`src/hdl/crc8fpf_pkg.sv`:
```
// Package: sizes, codes and the CRC-8 step shared by the frame receiver.
`default_nettype none
package crc8fpf_pkg;
    localparam int RING_ENTRIES   = 4;
    localparam int FRAME_CAPACITY = 68;
    localparam int SLOT_W         = $clog2(RING_ENTRIES);
    localparam int STORE_DEPTH    = RING_ENTRIES * FRAME_CAPACITY;
    localparam int ADDR_W         = $clog2(STORE_DEPTH);
    localparam int FILL_W         = 7;

    localparam logic [1:0] ENTRY_EMPTY   = 2'd0;
    localparam logic [1:0] ENTRY_FILLING = 2'd1;
    localparam logic [1:0] ENTRY_FULL    = 2'd2;

    localparam logic [2:0] STAT_OK       = 3'd0;
    localparam logic [2:0] STAT_EMPTY    = 3'd1;
    localparam logic [2:0] STAT_SIZE     = 3'd2;
    localparam logic [2:0] STAT_START    = 3'd3;
    localparam logic [2:0] STAT_LENGTH   = 3'd4;
    localparam logic [2:0] STAT_CRC      = 3'd5;

    localparam logic [1:0] KIND_BYTE = 2'd0;
    localparam logic [1:0] KIND_TICK = 2'd1;
    localparam logic [1:0] KIND_POP  = 2'd2;

    localparam logic [7:0] START_MARK  = 8'h5A;
    localparam logic [7:0] CRC_INIT    = 8'h55;
    localparam logic [7:0] CRC_POLY    = 8'hCF;
    localparam logic [6:0] MAX_PAYLOAD = 7'd64;
    localparam logic [31:0] TIMEOUT_RESET = 32'd10000;

    // Remainder of c * x^8 modulo the polynomial, MSB first.
    function automatic logic [7:0] crc_shift(input logic [7:0] c);
        logic [7:0] t;
        t = c;
        for (int i = 0; i < 8; i++)
        begin
            t = t[7] ? ({t[6:0], 1'b0} ^ CRC_POLY) : {t[6:0], 1'b0};
        end
        return t;
    endfunction
endpackage
`default_nettype wire

```
`src/hdl/crc8fpf_if.sv`:
```
// Interfaces: request channel and response channel.
`default_nettype none
interface crc8fpf_req_if;
    logic       valid;
    logic       ready;
    logic [1:0] kind;
    logic [7:0] rx_byte;
    modport source (output valid, kind, rx_byte, input ready);
    modport sink   (input valid, kind, rx_byte, output ready);
endinterface

interface crc8fpf_rsp_if;
    logic       valid;
    logic       ready;
    logic       reply_kind;
    logic       accepted;
    logic [2:0] status;
    logic [8:0] command;
    logic [6:0] payload_size;
    logic [7:0] data_byte;
    logic       data_valid;
    logic       last;
    modport source (output valid, reply_kind, accepted, status, command, payload_size,
                    data_byte, data_valid, last, input ready);
    modport sink   (input valid, reply_kind, accepted, status, command, payload_size,
                    data_byte, data_valid, last, output ready);
endinterface
`default_nettype wire

```
`src/hdl/crc8fpf_ram.sv`:
```
// Generic single-port-write, registered-read RAM.
`default_nettype none
module crc8fpf_ram #(
    parameter int WIDTH = 8,
    parameter int DEPTH = 256
) (
    input  wire logic                     clk,
    input  wire logic                     we,
    input  wire logic [$clog2(DEPTH)-1:0] waddr,
    input  wire logic [WIDTH-1:0]         wdata,
    input  wire logic                     re,
    input  wire logic [$clog2(DEPTH)-1:0] raddr,
    output logic      [WIDTH-1:0]         rdata
);
    logic [WIDTH-1:0] mem [DEPTH];

    always_ff @(posedge clk)
    begin
        if (we)
        begin
            mem[waddr] <= wdata;
        end
        if (re)
        begin
            rdata <= mem[raddr];
        end
    end
endmodule
`default_nettype wire

```
`src/hdl/crc8_framed_packet_fifo.sv`:
```
// Framed packet receiver: a ring of frame buffers with CRC-8 checking on pop.
//
// Requests are taken one per cycle while no pop is streaming and the response
// register is free or being taken. A byte request or a pop that yields a single
// report gives its response in the cycle after acceptance; a tick gives none. An ok
// pop streams its N payload bytes: S_READ reads each from the frame store and
// S_SEND sends the read data once the response register is free; the request
// side is held until the last byte is sent. Per-buffer status, fill count, CRC
// and header bytes live in flip-flops; the payload lives in the RAM.
`default_nettype none
module crc8_framed_packet_fifo (
    input  wire logic        clk,
    input  wire logic        rst_n,
    input  wire logic        cfg_we,
    input  wire logic [31:0] cfg_wdata,
    crc8fpf_req_if.sink      req,
    crc8fpf_rsp_if.source    rsp
);
    localparam int RING = crc8fpf_pkg::RING_ENTRIES;
    localparam int CAP  = crc8fpf_pkg::FRAME_CAPACITY;
    localparam int SW   = crc8fpf_pkg::SLOT_W;
    localparam int AW   = crc8fpf_pkg::ADDR_W;
    localparam int FW   = crc8fpf_pkg::FILL_W;

    typedef enum logic [2:0] {
        S_IDLE = 3'b001,
        S_READ = 3'b010,
        S_SEND = 3'b100
    } state_t;

    state_t      state_reg, state_next;
    logic [1:0]  status_reg [RING];
    logic [1:0]  status_next [RING];
    logic [FW-1:0] fill_reg [RING];
    logic [FW-1:0] fill_next [RING];
    logic [7:0]  crc_reg [RING];
    logic [7:0]  crc_next [RING];
    logic [31:0] start_reg [RING];
    logic [31:0] start_next [RING];
    logic [7:0]  byte0_reg [RING];
    logic [7:0]  byte0_next [RING];
    logic [7:0]  size_reg [RING];
    logic [7:0]  size_next [RING];
    logic [7:0]  cmd_reg [RING];
    logic [7:0]  cmd_next [RING];
    logic [SW-1:0] wslot_reg, wslot_next, rslot_reg, rslot_next;
    logic [31:0] time_reg, time_next, timeout_reg;

    logic [AW-1:0] base_reg, base_next;
    logic [6:0]  idx_reg, idx_next, ssize_reg, ssize_next;
    logic [8:0]  scmd_reg, scmd_next;

    logic        ov_reg, ov_next, o_rk_reg, o_rk_next, o_acc_reg, o_acc_next;
    logic [2:0]  o_st_reg, o_st_next;
    logic [8:0]  o_cmd_reg, o_cmd_next;
    logic [6:0]  o_sz_reg, o_sz_next;
    logic [7:0]  o_db_reg, o_db_next;
    logic        o_dv_reg, o_dv_next, o_last_reg, o_last_next;

    logic        out_free, req_acc;
    logic        ram_we, ram_re;
    logic [AW-1:0] ram_waddr, ram_raddr;
    logic [7:0]  ram_rdata;

    function automatic logic [SW-1:0] next_slot(input logic [SW-1:0] s);
        return (s == SW'(RING - 1)) ? '0 : s + SW'(1);
    endfunction

    assign out_free  = !ov_reg || rsp.ready;
    assign req.ready = (state_reg == S_IDLE) && out_free;
    assign req_acc   = req.valid && req.ready;

    always_comb
    begin
        logic [SW-1:0] h1, h2, nx, s;
        logic          h1_ok, h2_ok;
        logic [1:0]    st_eff [RING];
        logic [FW-1:0] f;
        logic [7:0]    szb, cl;
        logic [6:0]    sz;
        logic [2:0]    st;

        state_next = state_reg;
        status_next = status_reg;
        fill_next = fill_reg;
        crc_next = crc_reg;
        start_next = start_reg;
        byte0_next = byte0_reg;
        size_next = size_reg;
        cmd_next = cmd_reg;
        wslot_next = wslot_reg;
        rslot_next = rslot_reg;
        time_next = time_reg;
        base_next = base_reg;
        idx_next = idx_reg;
        ssize_next = ssize_reg;
        scmd_next = scmd_reg;
        ov_next = ov_reg && !rsp.ready;
        o_rk_next = o_rk_reg;
        o_acc_next = o_acc_reg;
        o_st_next = o_st_reg;
        o_cmd_next = o_cmd_reg;
        o_sz_next = o_sz_reg;
        o_db_next = o_db_reg;
        o_dv_next = o_dv_reg;
        o_last_next = o_last_reg;
        ram_we = 1'b0;
        ram_waddr = '0;
        ram_re = 1'b0;
        ram_raddr = base_reg + AW'(idx_reg);
        h1 = '0; h2 = '0; nx = '0; s = '0;
        h1_ok = 1'b0; h2_ok = 1'b0;
        st_eff = status_reg;
        f = '0; szb = '0; cl = '0; sz = '0; st = crc8fpf_pkg::STAT_OK;

        unique case (state_reg)
            S_IDLE:
            begin
                if (req_acc)
                begin
                    case (req.kind)
                        crc8fpf_pkg::KIND_TICK:
                        begin
                            time_next = time_reg + 32'd1;
                        end
                        crc8fpf_pkg::KIND_BYTE:
                        begin
                            // find the buffer taking bytes
                            nx = next_slot(wslot_reg);
                            if (status_reg[wslot_reg] != crc8fpf_pkg::ENTRY_FULL)
                            begin
                                h1 = wslot_reg; h1_ok = 1'b1;
                            end
                            else if (status_reg[nx] == crc8fpf_pkg::ENTRY_EMPTY)
                            begin
                                h1 = nx; h1_ok = 1'b1;
                            end
                            else
                            begin
                                h1 = wslot_reg;
                            end
                            // force a stale filling buffer full
                            if (h1_ok && status_reg[h1] == crc8fpf_pkg::ENTRY_FILLING &&
                                (time_reg - start_reg[h1]) > timeout_reg)
                            begin
                                st_eff[h1] = crc8fpf_pkg::ENTRY_FULL;
                            end
                            nx = next_slot(h1);
                            if (st_eff[h1] != crc8fpf_pkg::ENTRY_FULL)
                            begin
                                h2 = h1; h2_ok = 1'b1;
                            end
                            else if (st_eff[nx] == crc8fpf_pkg::ENTRY_EMPTY)
                            begin
                                h2 = nx; h2_ok = 1'b1;
                            end
                            else
                            begin
                                h2 = h1;
                            end
                            wslot_next = h2;
                            status_next = st_eff;
                            ov_next = 1'b1;
                            o_rk_next = 1'b0;
                            o_acc_next = h2_ok;
                            o_st_next = crc8fpf_pkg::STAT_OK;
                            o_cmd_next = '0;
                            o_sz_next = '0;
                            o_db_next = '0;
                            o_dv_next = 1'b0;
                            o_last_next = 1'b1;
                            if (h2_ok)
                            begin
                                s = h2;
                                if (st_eff[s] == crc8fpf_pkg::ENTRY_EMPTY)
                                begin
                                    start_next[s] = time_reg;
                                    f = '0;
                                    crc_next[s] = crc8fpf_pkg::crc_shift(crc8fpf_pkg::CRC_INIT)
                                                  ^ req.rx_byte;
                                end
                                else
                                begin
                                    f = fill_reg[s];
                                    crc_next[s] = crc8fpf_pkg::crc_shift(crc_reg[s])
                                                  ^ req.rx_byte;
                                end
                                ram_we = 1'b1;
                                ram_waddr = AW'(s) * AW'(CAP) + AW'(f);
                                if (f == FW'(0)) byte0_next[s] = req.rx_byte;
                                if (f == FW'(1)) size_next[s] = req.rx_byte;
                                if (f == FW'(2)) cmd_next[s] = req.rx_byte;
                                f = f + FW'(1);
                                fill_next[s] = f;
                                szb = (f == FW'(2)) ? req.rx_byte : size_reg[s];
                                if (f >= FW'(CAP))
                                begin
                                    status_next[s] = crc8fpf_pkg::ENTRY_FULL;
                                end
                                else if (f >= FW'(2) && {1'b0, f} >= {1'b0, szb[6:0]} + 8'd4)
                                begin
                                    status_next[s] = crc8fpf_pkg::ENTRY_FULL;
                                end
                                else
                                begin
                                    status_next[s] = crc8fpf_pkg::ENTRY_FILLING;
                                end
                            end
                        end
                        crc8fpf_pkg::KIND_POP:
                        begin
                            nx = next_slot(rslot_reg);
                            ov_next = 1'b1;
                            o_rk_next = 1'b1;
                            o_acc_next = 1'b0;
                            o_db_next = '0;
                            o_dv_next = 1'b0;
                            o_last_next = 1'b1;
                            if (status_reg[rslot_reg] == crc8fpf_pkg::ENTRY_FULL)
                            begin
                                s = rslot_reg; h1_ok = 1'b1;
                            end
                            else if (status_reg[nx] == crc8fpf_pkg::ENTRY_FULL)
                            begin
                                s = nx; h1_ok = 1'b1; rslot_next = nx;
                            end
                            if (!h1_ok)
                            begin
                                o_st_next = crc8fpf_pkg::STAT_EMPTY;
                                o_cmd_next = '0;
                                o_sz_next = '0;
                            end
                            else
                            begin
                                status_next[s] = crc8fpf_pkg::ENTRY_EMPTY;
                                f = fill_reg[s];
                                szb = (f >= FW'(2)) ? size_reg[s] : 8'd0;
                                cl = (f >= FW'(3)) ? cmd_reg[s] : 8'd0;
                                sz = szb[6:0];
                                if (sz > crc8fpf_pkg::MAX_PAYLOAD)
                                    st = crc8fpf_pkg::STAT_SIZE;
                                else if (byte0_reg[s] != crc8fpf_pkg::START_MARK)
                                    st = crc8fpf_pkg::STAT_START;
                                else if ({1'b0, f} != {1'b0, sz} + 8'd4)
                                    st = crc8fpf_pkg::STAT_LENGTH;
                                else if (crc8fpf_pkg::crc_shift(crc_reg[s]) != 8'd0)
                                    st = crc8fpf_pkg::STAT_CRC;
                                else
                                    st = crc8fpf_pkg::STAT_OK;
                                o_st_next = st;
                                o_cmd_next = {szb[7], cl};
                                o_sz_next = sz;
                                if (st == crc8fpf_pkg::STAT_OK && sz != 7'd0)
                                begin
                                    // hold the report and stream the payload
                                    ov_next = 1'b0;
                                    base_next = AW'(s) * AW'(CAP) + AW'(3);
                                    idx_next = '0;
                                    ssize_next = sz;
                                    scmd_next = {szb[7], cl};
                                    state_next = S_READ;
                                end
                            end
                        end
                        default:
                        begin
                        end
                    endcase
                end
            end
            S_READ:
            begin
                ram_re = 1'b1;
                state_next = S_SEND;
            end
            S_SEND:
            begin
                if (out_free)
                begin
                    ov_next = 1'b1;
                    o_rk_next = 1'b1;
                    o_acc_next = 1'b0;
                    o_st_next = crc8fpf_pkg::STAT_OK;
                    o_cmd_next = scmd_reg;
                    o_sz_next = ssize_reg;
                    o_db_next = ram_rdata;
                    o_dv_next = 1'b1;
                    o_last_next = (idx_reg + 7'd1 == ssize_reg);
                    if (idx_reg + 7'd1 == ssize_reg)
                    begin
                        state_next = S_IDLE;
                    end
                    else
                    begin
                        idx_next = idx_reg + 7'd1;
                        state_next = S_READ;
                    end
                end
            end
            default:
            begin
                state_next = S_IDLE;
            end
        endcase
    end

    crc8fpf_ram #(
        .WIDTH(8),
        .DEPTH(crc8fpf_pkg::STORE_DEPTH)
    ) u_store (
        .clk  (clk),
        .we   (ram_we),
        .waddr(ram_waddr),
        .wdata(req.rx_byte),
        .re   (ram_re),
        .raddr(ram_raddr),
        .rdata(ram_rdata)
    );

    always_ff @(posedge clk or negedge rst_n)
    begin
        if (!rst_n)
        begin
            state_reg <= S_IDLE;
            for (int i = 0; i < RING; i++)
            begin
                status_reg[i] <= crc8fpf_pkg::ENTRY_EMPTY;
                fill_reg[i] <= '0;
                crc_reg[i] <= crc8fpf_pkg::CRC_INIT;
            end
            wslot_reg <= '0;
            rslot_reg <= '0;
            time_reg <= '0;
            timeout_reg <= crc8fpf_pkg::TIMEOUT_RESET;
            ov_reg <= 1'b0;
        end
        else
        begin
            state_reg <= state_next;
            status_reg <= status_next;
            fill_reg <= fill_next;
            crc_reg <= crc_next;
            wslot_reg <= wslot_next;
            rslot_reg <= rslot_next;
            time_reg <= time_next;
            ov_reg <= ov_next;
            if (cfg_we)
            begin
                timeout_reg <= cfg_wdata;
            end
        end
    end

    always_ff @(posedge clk)
    begin
        start_reg <= start_next;
        byte0_reg <= byte0_next;
        size_reg <= size_next;
        cmd_reg <= cmd_next;
        base_reg <= base_next;
        idx_reg <= idx_next;
        ssize_reg <= ssize_next;
        scmd_reg <= scmd_next;
        o_rk_reg <= o_rk_next;
        o_acc_reg <= o_acc_next;
        o_st_reg <= o_st_next;
        o_cmd_reg <= o_cmd_next;
        o_sz_reg <= o_sz_next;
        o_db_reg <= o_db_next;
        o_dv_reg <= o_dv_next;
        o_last_reg <= o_last_next;
    end

    assign rsp.valid        = ov_reg;
    assign rsp.reply_kind   = o_rk_reg;
    assign rsp.accepted     = o_acc_reg;
    assign rsp.status       = o_st_reg;
    assign rsp.command      = o_cmd_reg;
    assign rsp.payload_size = o_sz_reg;
    assign rsp.data_byte    = o_db_reg;
    assign rsp.data_valid   = o_dv_reg;
    assign rsp.last         = o_last_reg;

    a_write_idle: assert property (@(posedge clk) disable iff (!rst_n)
        ram_we |-> state_reg == S_IDLE)
        else $error("store written while streaming");
    a_send_after_read: assert property (@(posedge clk) disable iff (!rst_n)
        state_reg == S_SEND |-> $past(state_reg) == S_READ || $past(state_reg) == S_SEND)
        else $error("send without a store read");
    a_last_ends: assert property (@(posedge clk) disable iff (!rst_n)
        (state_reg == S_SEND && out_free && idx_reg + 7'd1 == ssize_reg)
        |=> state_reg == S_IDLE && rsp.valid && rsp.last)
        else $error("stream did not end on last byte");
    a_no_req_stream: assert property (@(posedge clk) disable iff (!rst_n)
        state_reg != S_IDLE |-> !req.ready)
        else $error("request taken during stream");
endmodule
`default_nettype wire

```
`src/flat_wrapper.sv`:
```
// flat-port wrapper written by rule: the top's interface ports become plain ports
module crc8_framed_packet_fifo_flat 
  (clk, rst_n, cfg_we, cfg_wdata, req_valid, req_kind, req_rx_byte, req_ready, rsp_valid, rsp_reply_kind, rsp_accepted, rsp_status, rsp_command, rsp_payload_size, rsp_data_byte, rsp_data_valid, rsp_last, rsp_ready);
  crc8fpf_req_if req_i ();
  crc8fpf_rsp_if rsp_i ();
  input  wire logic clk;
  input  wire logic rst_n;
  input  wire logic cfg_we;
  input  wire logic [31:0] cfg_wdata;
  input wire logic [$bits(req_i.valid)-1:0] req_valid;
  input wire logic [$bits(req_i.kind)-1:0] req_kind;
  input wire logic [$bits(req_i.rx_byte)-1:0] req_rx_byte;
  output wire logic [$bits(req_i.ready)-1:0] req_ready;
  output wire logic [$bits(rsp_i.valid)-1:0] rsp_valid;
  output wire logic [$bits(rsp_i.reply_kind)-1:0] rsp_reply_kind;
  output wire logic [$bits(rsp_i.accepted)-1:0] rsp_accepted;
  output wire logic [$bits(rsp_i.status)-1:0] rsp_status;
  output wire logic [$bits(rsp_i.command)-1:0] rsp_command;
  output wire logic [$bits(rsp_i.payload_size)-1:0] rsp_payload_size;
  output wire logic [$bits(rsp_i.data_byte)-1:0] rsp_data_byte;
  output wire logic [$bits(rsp_i.data_valid)-1:0] rsp_data_valid;
  output wire logic [$bits(rsp_i.last)-1:0] rsp_last;
  input wire logic [$bits(rsp_i.ready)-1:0] rsp_ready;
  assign req_i.valid = req_valid;
  assign req_i.kind = req_kind;
  assign req_i.rx_byte = req_rx_byte;
  assign req_ready = req_i.ready;
  assign rsp_valid = rsp_i.valid;
  assign rsp_reply_kind = rsp_i.reply_kind;
  assign rsp_accepted = rsp_i.accepted;
  assign rsp_status = rsp_i.status;
  assign rsp_command = rsp_i.command;
  assign rsp_payload_size = rsp_i.payload_size;
  assign rsp_data_byte = rsp_i.data_byte;
  assign rsp_data_valid = rsp_i.data_valid;
  assign rsp_last = rsp_i.last;
  assign rsp_i.ready = rsp_ready;
  crc8_framed_packet_fifo u_core (.clk(clk), .rst_n(rst_n), .cfg_we(cfg_we), .cfg_wdata(cfg_wdata), .req(req_i), .rsp(rsp_i));
endmodule
```
`config.mk`:
```
export PLATFORM = sky130hd
export DESIGN_NAME = crc8_framed_packet_fifo_flat
export DESIGN_NICKNAME = d
export VERILOG_FILES = /design/src/hdl/crc8fpf_pkg.sv /design/src/hdl/crc8fpf_if.sv /design/src/hdl/crc8fpf_ram.sv /design/src/hdl/crc8_framed_packet_fifo.sv /design/src/flat_wrapper.sv
export SDC_FILE = /design/constraint.sdc
export NUM_CORES = 2
export LEC_CHECK = 0
export BUFFER_PORTS_ARGS = -buffer_cell sky130_fd_sc_hd__buf_2
export CELL_PAD_IN_SITES_DETAIL_PLACEMENT = 1
export CELL_PAD_IN_SITES_GLOBAL_PLACEMENT = 2
export CORE_AREA = 2 2 351 614
export DETAILED_ROUTE_END_ITERATION = 6
export DIE_AREA = 0 0 353 616
export PLACE_DENSITY_LB_ADDON = 0.1
export SYNTH_ARGS = -nofsm -noshare
export SYNTH_HDL_FRONTEND = slang
export SYNTH_SLANG_ARGS = --single-unit
export TNS_END_PERCENT = 1
```
`constraint.sdc`:
```
create_clock -name clk -period 17.8 [get_ports clk]
set_clock_uncertainty 0.2 [all_clocks]
set_input_delay 1.78 -clock clk [delete_from_list [all_inputs] [get_ports clk]]
set_output_delay 1.78 -clock clk [all_outputs]
set_load 0.05 [all_outputs]
```
# --- Word-level counts from Yosys, hierarchy flattened ---
# Memories as Yosys holds them, arrays and structs flattened. A register that Yosys moved wholly into a read port is not among the register bits.
# Index checks and enable logic that the tools add are counted.
totals:
  regBits: 427
  mem_bits_rw: 2176
  input_bits: 47
  output_inout_bits: 33
  mem_count: 1
classes:
  add_sub_neg: 12
  n_mul: 2
  magnitude_cmp: 18
  n_eq_ne: 28
  n_mux: 210
  bitwise_logic: 38
  reduce_logical: 38
memory_table:
  columns: ["memory", "words", "word_bits", "rd", "rd_clocked_by_memory_dff", "wr", "line_no", "source"]
  rows:
  - ["u_core.u_store.mem", 272, 8, 1, 1, 1, "crc8fpf_ram.sv:15", "logic [WIDTH-1:0] mem [DEPTH];"]
ops:
  columns: ["operator", "n"]
  rows:
  - ["8-bit two-way mux", 40]
  - ["32-bit bitwise mux", 5]
  - ["7-bit two-way mux", 22]
  - ["128-bit bitwise mux", 1]
  - ["32-bit two-way mux", 4]
  - ["8-bit binary-select mux with 2-bit select", 6]
  - ["6-bit inverter", 16]
  - ["2-bit two-way mux", 38]
  - ["32-bit binary-select mux with 2-bit select", 1]
  - ["32-bit demux with 2-bit select", 1]
  - ["9-bit two-way mux", 7]
  - ["3-bit two-way mux", 16]
  - ["7-bit case mux with 2 select lines", 3]
  - ["9-bit case mux with 2 select lines", 2]
  - ["1-bit two-way mux", 35]
  - ["5-bit AND reduction", 7]
  - ["32-bit by 1-bit adder with 32-bit output, second input constant", 1]
  - ["2-bit binary-select mux with 2-bit select", 8]
  - ["32-bit > comparator", 1]
  - ["8-bit case mux with 2 select lines", 2]
  - ["32-bit subtractor", 1]
  - ["7-bit binary-select mux with 2-bit select", 2]
  - ["28-bit bitwise mux", 1]
  - ["3-bit greater-or-equal comparator, second input constant", 8]
  - ["51 further kinds", 118]

# --- Logic depth before layout (Yosys ltp) ---
logic_depth:
  word_depth: 55
  mapped_depth: 67
  depth_no_buf: 63

# --- By module ---
# From an unflattened synthesis, not the netlist that was laid out.
unflattened:
  hier_cells: 5994
  hier_area_um2: 107042.7
by_module_without_submodules:
  columns: ["mod", "instances", "cells_per_inst", "area_each_um2", "seq_area_each_um2"]
  rows:
  - ["crc8fpf_ram", 1, 4112, 84772.6, 65582.9]
  - ["crc8_framed_packet_fifo", 1, 1882, 22270.1, 11939.0]

# --- Worst setup path before layout ---
# Ideal clock, no wire load.
synth_timing:
  kind: "register -> register"
  start: "register u_core.wslot_reg[0]"
  end: "register u_core.status_reg[6] in the netlist's numbering"
  setup_time_ns: 0.126
  arrival_time_ns: 13.637
  setup_slack_ns: 3.837
  path_stages_with_launch: 61
  path_cell_list: "dfrtp_1 clkbuf_1 mux4_2 nor3_1 o21a_1 buf_1 buf_1 clkbuf_1 mux4_2 ha_1 fa_1 nor2b_1 o21ai_0 a21boi_0 o21ai_0 a21oi_1 o21a_1 o31a_1 (+25 left out) nor4_1 nor2_1 and4b_1 buf_2 o21ai_0 ha_1 nand3_1 xnor2_1 nor2_1 a21oi_1 ha_1 o21ai_0 nand2b_1 o211ai_1 o31a_1 a31oi_1 mux2i_1 a221o_1"
synth_between:
  elab_chain_len: 52
  elab_cells_between_ends: 105
synth_rtl:
  columns: ["item", "line_no", "source"]
  rows:
  - ["start, declared", "crc8_framed_packet_fifo.sv:46", "logic [SW-1:0] wslot_reg, wslot_next, rslot_reg, rslot_next;"]
  - ["start signal, assigned", "crc8_framed_packet_fifo.sv:343", "wslot_reg <= wslot_next;"]
  - ["2-bit by 1-bit adder with 2-bit output or 2-bit equality test (tied branches)", "crc8_framed_packet_fifo.sv:66", "return (s == SW'(RING - 1)) ? '0 : s + SW'(1);"]
  - ["2-bit two-way mux", "crc8_framed_packet_fifo.sv:66", null]
  - ["2-bit inverter with 3-bit output (not written as such)", "crc8_framed_packet_fifo.sv:134", "else if (status_reg[nx] == crc8fpf_pkg::ENTRY_EMPTY)"]
  - ["2-bit binary-select mux with 2-bit select", "crc8_framed_packet_fifo.sv:134", null]
  - ["2-bit two-way mux (not written as such) (2 in series)", "crc8_framed_packet_fifo.sv:134", null]
  - ["2-bit logical NOT", "crc8_framed_packet_fifo.sv:134", null]
  - ["2-bit two-way mux", "crc8_framed_packet_fifo.sv:134", null]
  - ["2-bit two-way mux", "crc8_framed_packet_fifo.sv:130", "if (status_reg[wslot_reg] != crc8fpf_pkg::ENTRY_FULL)"]
  - ["(+35 left out)", null, null]
  - ["7-bit two-way mux", "crc8_framed_packet_fifo.sv:195", "szb = (f == FW'(2)) ? req.rx_byte : size_reg[s];"]
  - ["7-bit by 3-bit adder with 8-bit output", "crc8_framed_packet_fifo.sv:200", "else if (f >= FW'(2) && {1'b0, f} >= {1'b0, szb[6:0]} + 8'd4)"]
  - ["7-bit by 8-bit greater-or-equal comparator with 1-bit output", "crc8_framed_packet_fifo.sv:200", null]
  - ["1-bit logical AND", "crc8_framed_packet_fifo.sv:200", null]
  - ["8-bit two-way mux", "crc8_framed_packet_fifo.sv:200", null]
  - ["8-bit two-way mux", "crc8_framed_packet_fifo.sv:196", "if (f >= FW'(CAP))"]
  - ["8-bit two-way mux (*)", "crc8_framed_packet_fifo.sv:172", "if (h2_ok)"]
  - ["8-bit case mux with 2 select lines (*)", "crc8_framed_packet_fifo.sv:121", "case (req.kind)"]
  - ["end signal, assigned by index", "crc8_framed_packet_fifo.sv:327", "status_reg[i] <= crc8fpf_pkg::ENTRY_EMPTY;"]
  - ["end signal, assigned", "crc8_framed_packet_fifo.sv:340", "status_reg <= status_next;"]
  - ["end, declared", "crc8_framed_packet_fifo.sv:32", "logic [1:0] status_reg [RING];"]
# Mark *: on every way between the ends. The rest lies on a longest branch, timed or not. The select of a mux whose other input is x is not followed.
# A chain may end at the register's enable or synchronous reset.

# --- Worst setup path in the final report ---
layout_timing:
  start: "register u_core.wslot_reg[0]"
  end: "register u_core.status_reg[7] in the netlist's numbering"
# Same word-level chain as after synthesis.

==> results.yml <==
timing:
  rsz0062_at_grt: "no"
  period_share: 0.910
  max_freq_mhz: 61.8
  whs_ns: 0.275
  hold_violations: 0
  worst_slew_pin_slew_ns: 1.37
  report.final.slew_viol_count: 0
  max_slew_margin: 0.0882
  setup_viol: 0
  min_period_ns: 16.19
  setup_tns_ns: 0
worst_setup_path:
  critPathArrivalTime_ns: 16.68
  critical_path_depth: 58
  critPathRequiredTime_ns: 18.28
  crit_type: "register to register"
  ff2ff_setup_slack_ns: 1.61
  cp_top_family: "compound AO/OA/AOI/OAI gates"
  path_max_fanout: 24
  max_stage_delay_ns: 0.79
  critPathMostFrequentCell: "ha_1"
  slowest_stage: "o21a_2"
  reg2reg_to: "u_core.status_reg[7]"
  cp-start-kind: "register"
  path_buf_inv: 3
  r2r-start: "u_core.wslot_reg[0]"
  end_kind: "register"
  reg2regPathDepth: 58
layout:
  final_core_util: 0.553
  largest_reg_flops: 2176
  drive_gt1_frac: 0.243
  syn2layout_area_growth_pct: 11.0
  layout.filler_cells: 18590
  fin_nets: 5685
min_path:
  min_path_cells: 2
  hp-start: "u_core.crc_reg[24]"
  whs_endpoint: "u_core.crc_reg[24]"
  hp-class: "register to register"
yosys:
  netlist-cell-type-count: 95
  synth_nets: 5540
  syn-mean-instance-area_um2: 19.6
  synth-async-reset-ratio: 0.0538
  yosysWarnings: 0
  syn_inst: 5397
  synth_top_area_frac: 0.699
  synthTopCellsByArea: "edfxtp_1 (70%), mux4_2 (16%), dfrtp_1 (2.8%)"
  synth_seq_area_share: 0.732
  synth_edf_count: 2464
  ys_ff_latch: 2604
  ys.flop_type: "edfxtp_1"
  synth_area_um2: 106000
  synth_top_area_cell: "edfxtp_1"
  synth_most_common_cell: "edfxtp_1"
  yosys-top-cells-count: "edfxtp_1 (2464), mux4_2 (751), nor2_1 (398), nand2_1 (333), clkbuf_1 (187)"
clocking:
  cts_tree: "yes"
  clock_latency_ns: 0.89
  cts_buffers: 236
  clkTransAtPathRegs_ns: 0.07
  htreeDepth: 4
  root_buffer: "clkbuf_16"
  clock_path_buffers: 4
  cts_hold_buf: 0
  clock_sinks: 2604
routing:
  drtPass1Iterations: 5
  drc: 0
  vias: 51879
  final_antenna_net_count: 0
  via_per_inst: 6.06
  finalWirelength_um: 277000
  wl_per_cell_um: 32.3
  drt-initial-drc-count: 4244
die:
  floorplan.core_area_um2: 212000
  fp-row-count: 224
  die_x_um: 353
  dieArea_um2: 217000
  die_h_um: 616
  io_pins: 80
  start_util: 0.498
grt:
  grt_usage: 0.257
  grt_pass1_vias: 56285
  grt_max_degree: 192
  grt.overflow.total: 0
  grt_antenna_before_repair: 16
  grt_pass1_wl_um: 405000
flow_run:
  cap_violations: 0
pwr:
  vdd_drop_max_uv: 183
  p_leak_nw: 37.7
  power_density_nw_per_um2: 136
place:
  port_buffers: 79
  dp_hpwl_um: 175000
  place_congestion: 0.822
run_status:
  outcome: "finished, final reports clean"
[where the power goes]
group          total, mW  internal, mW  switching [mW]  leakage, nW
Clock               5.14          2.88            2.26         3.73
Combinational       3.88          1.40            2.49         10.1
Sequential          6.98          6.88           0.104         23.9
Total               16.0          11.2            4.85         37.7
[worst reg2reg max path, delay by kind of cell, from the launching register on]
kind | cells | cell delay [ns]
fa+ha+maj | 6 | 1.83
buf+inv | 3 | 0.73
xor+xnor | 1 | 0.14
simple gates | 16 | 4.02
mux | 3 | 1.48
compound gates | 29 | 7.10
flops | 1 | 0.53
[through the flow]
step / area, um2 / cells / worst slack, ns / total power, mW
4_1_cts: 117000 / 8555 / 1.00 / 16.2
3_3_place_gp: 110000 / 8128 / 1.41 / 11.0
3_5_place_dp: 110000 / 8128 / 1.11 / 11.0
5_1_grt: 118000 / 8558 / 0.141 / 16.7
6_report: 118000 / 8561 / 1.61 / 16.0
2_1_floorplan: 106000 / 5397 / 3.84 / 9.75
[how the worst max path moves through the flow]
stage,start,to
finish,u_core.wslot_reg[0],u_core.status_reg[7]
global route,u_core.wslot_reg[0],u_core.status_reg[7]
CTS,u_core.wslot_reg[0],u_core.status_reg[7]
detailed placement,u_core.wslot_reg[0],u_core.status_reg[7]
global placement,u_core.wslot_reg[0],u_core.status_reg[7]
floorplan,u_core.wslot_reg[0],u_core.status_reg[6]
[cell families after synthesis]
family          Yosys count  share of synthesized area
compound gates          396                     0.0240
xor+xnor                131                     0.0113
fa+ha+maj                96                     0.0115
buf+inv                 377                     0.0137
flops                  2604                      0.732
mux                     817                      0.166
simple gates            976                     0.0407
[layer usage]
metal,global-route usage,wire (um),up-vias
met3,0.0307,11700,443
li1,-,-,22130
met2,0.481,154000,1292
met4,0.0973,11500,4
met5,0,29,-
met1,0.302,99800,28010
[cell usage in the layout, fill, tap and decap left out, types with 21 or more instances in the layout]
cell | Yosys | final
nor2b_1 | 25 | 25
dfrtp_1 | 118 | 118
a21oi_1 | 86 | 85
nand4_1 | 21 | 21
dfstp_2 | 22 | 22
clkbuf_16 | 0 | 241
mux4_2 | 751 | 751
nand2_1 | 333 | 321
nor3_1 | 28 | 27
nor2_1 | 398 | 394
clkbuf_1 | 187 | 39
nand3_1 | 53 | 51
ha_1 | 94 | 93
o21ai_1 | 22 | 21
mux2_2 | 30 | 30
edfxtp_1 | 2464 | 2464
xor2_1 | 36 | 35
clkinv_1 | 1 | 50
buf_4 | 0 | 86
buf_2 | 13 | 70
and2_1 | 28 | 28
o21ai_0 | 122 | 121
clkinv_2 | 0 | 40
inv_1 | 106 | 106
xnor2_1 | 90 | 87
mux2i_1 | 35 | 34
bufinv_16 | 0 | 27
[repair_timing]
action,CTS,global route
setup buffers,0,0
setup endpoints to repair,0,6
hold endpoints to repair,0,0
resized for setup,0,1
[final cells by class]
class,instances,area (um2),share of cell area
inverters,108,409,0.00348
well taps,2825,3530,0.0301
clock inverters,143,1420,0.0121
flip-flops and latches,2604,77500,0.660
repair inverters,1,5.00,0.0000426
repair buffers,175,1330,0.0113
diodes,5,12.5,0.000106
clock buffers,284,6230,0.0530
multi-input cells,2416,27000,0.230
Note: power is estimated with default switching activity, not from simulation.
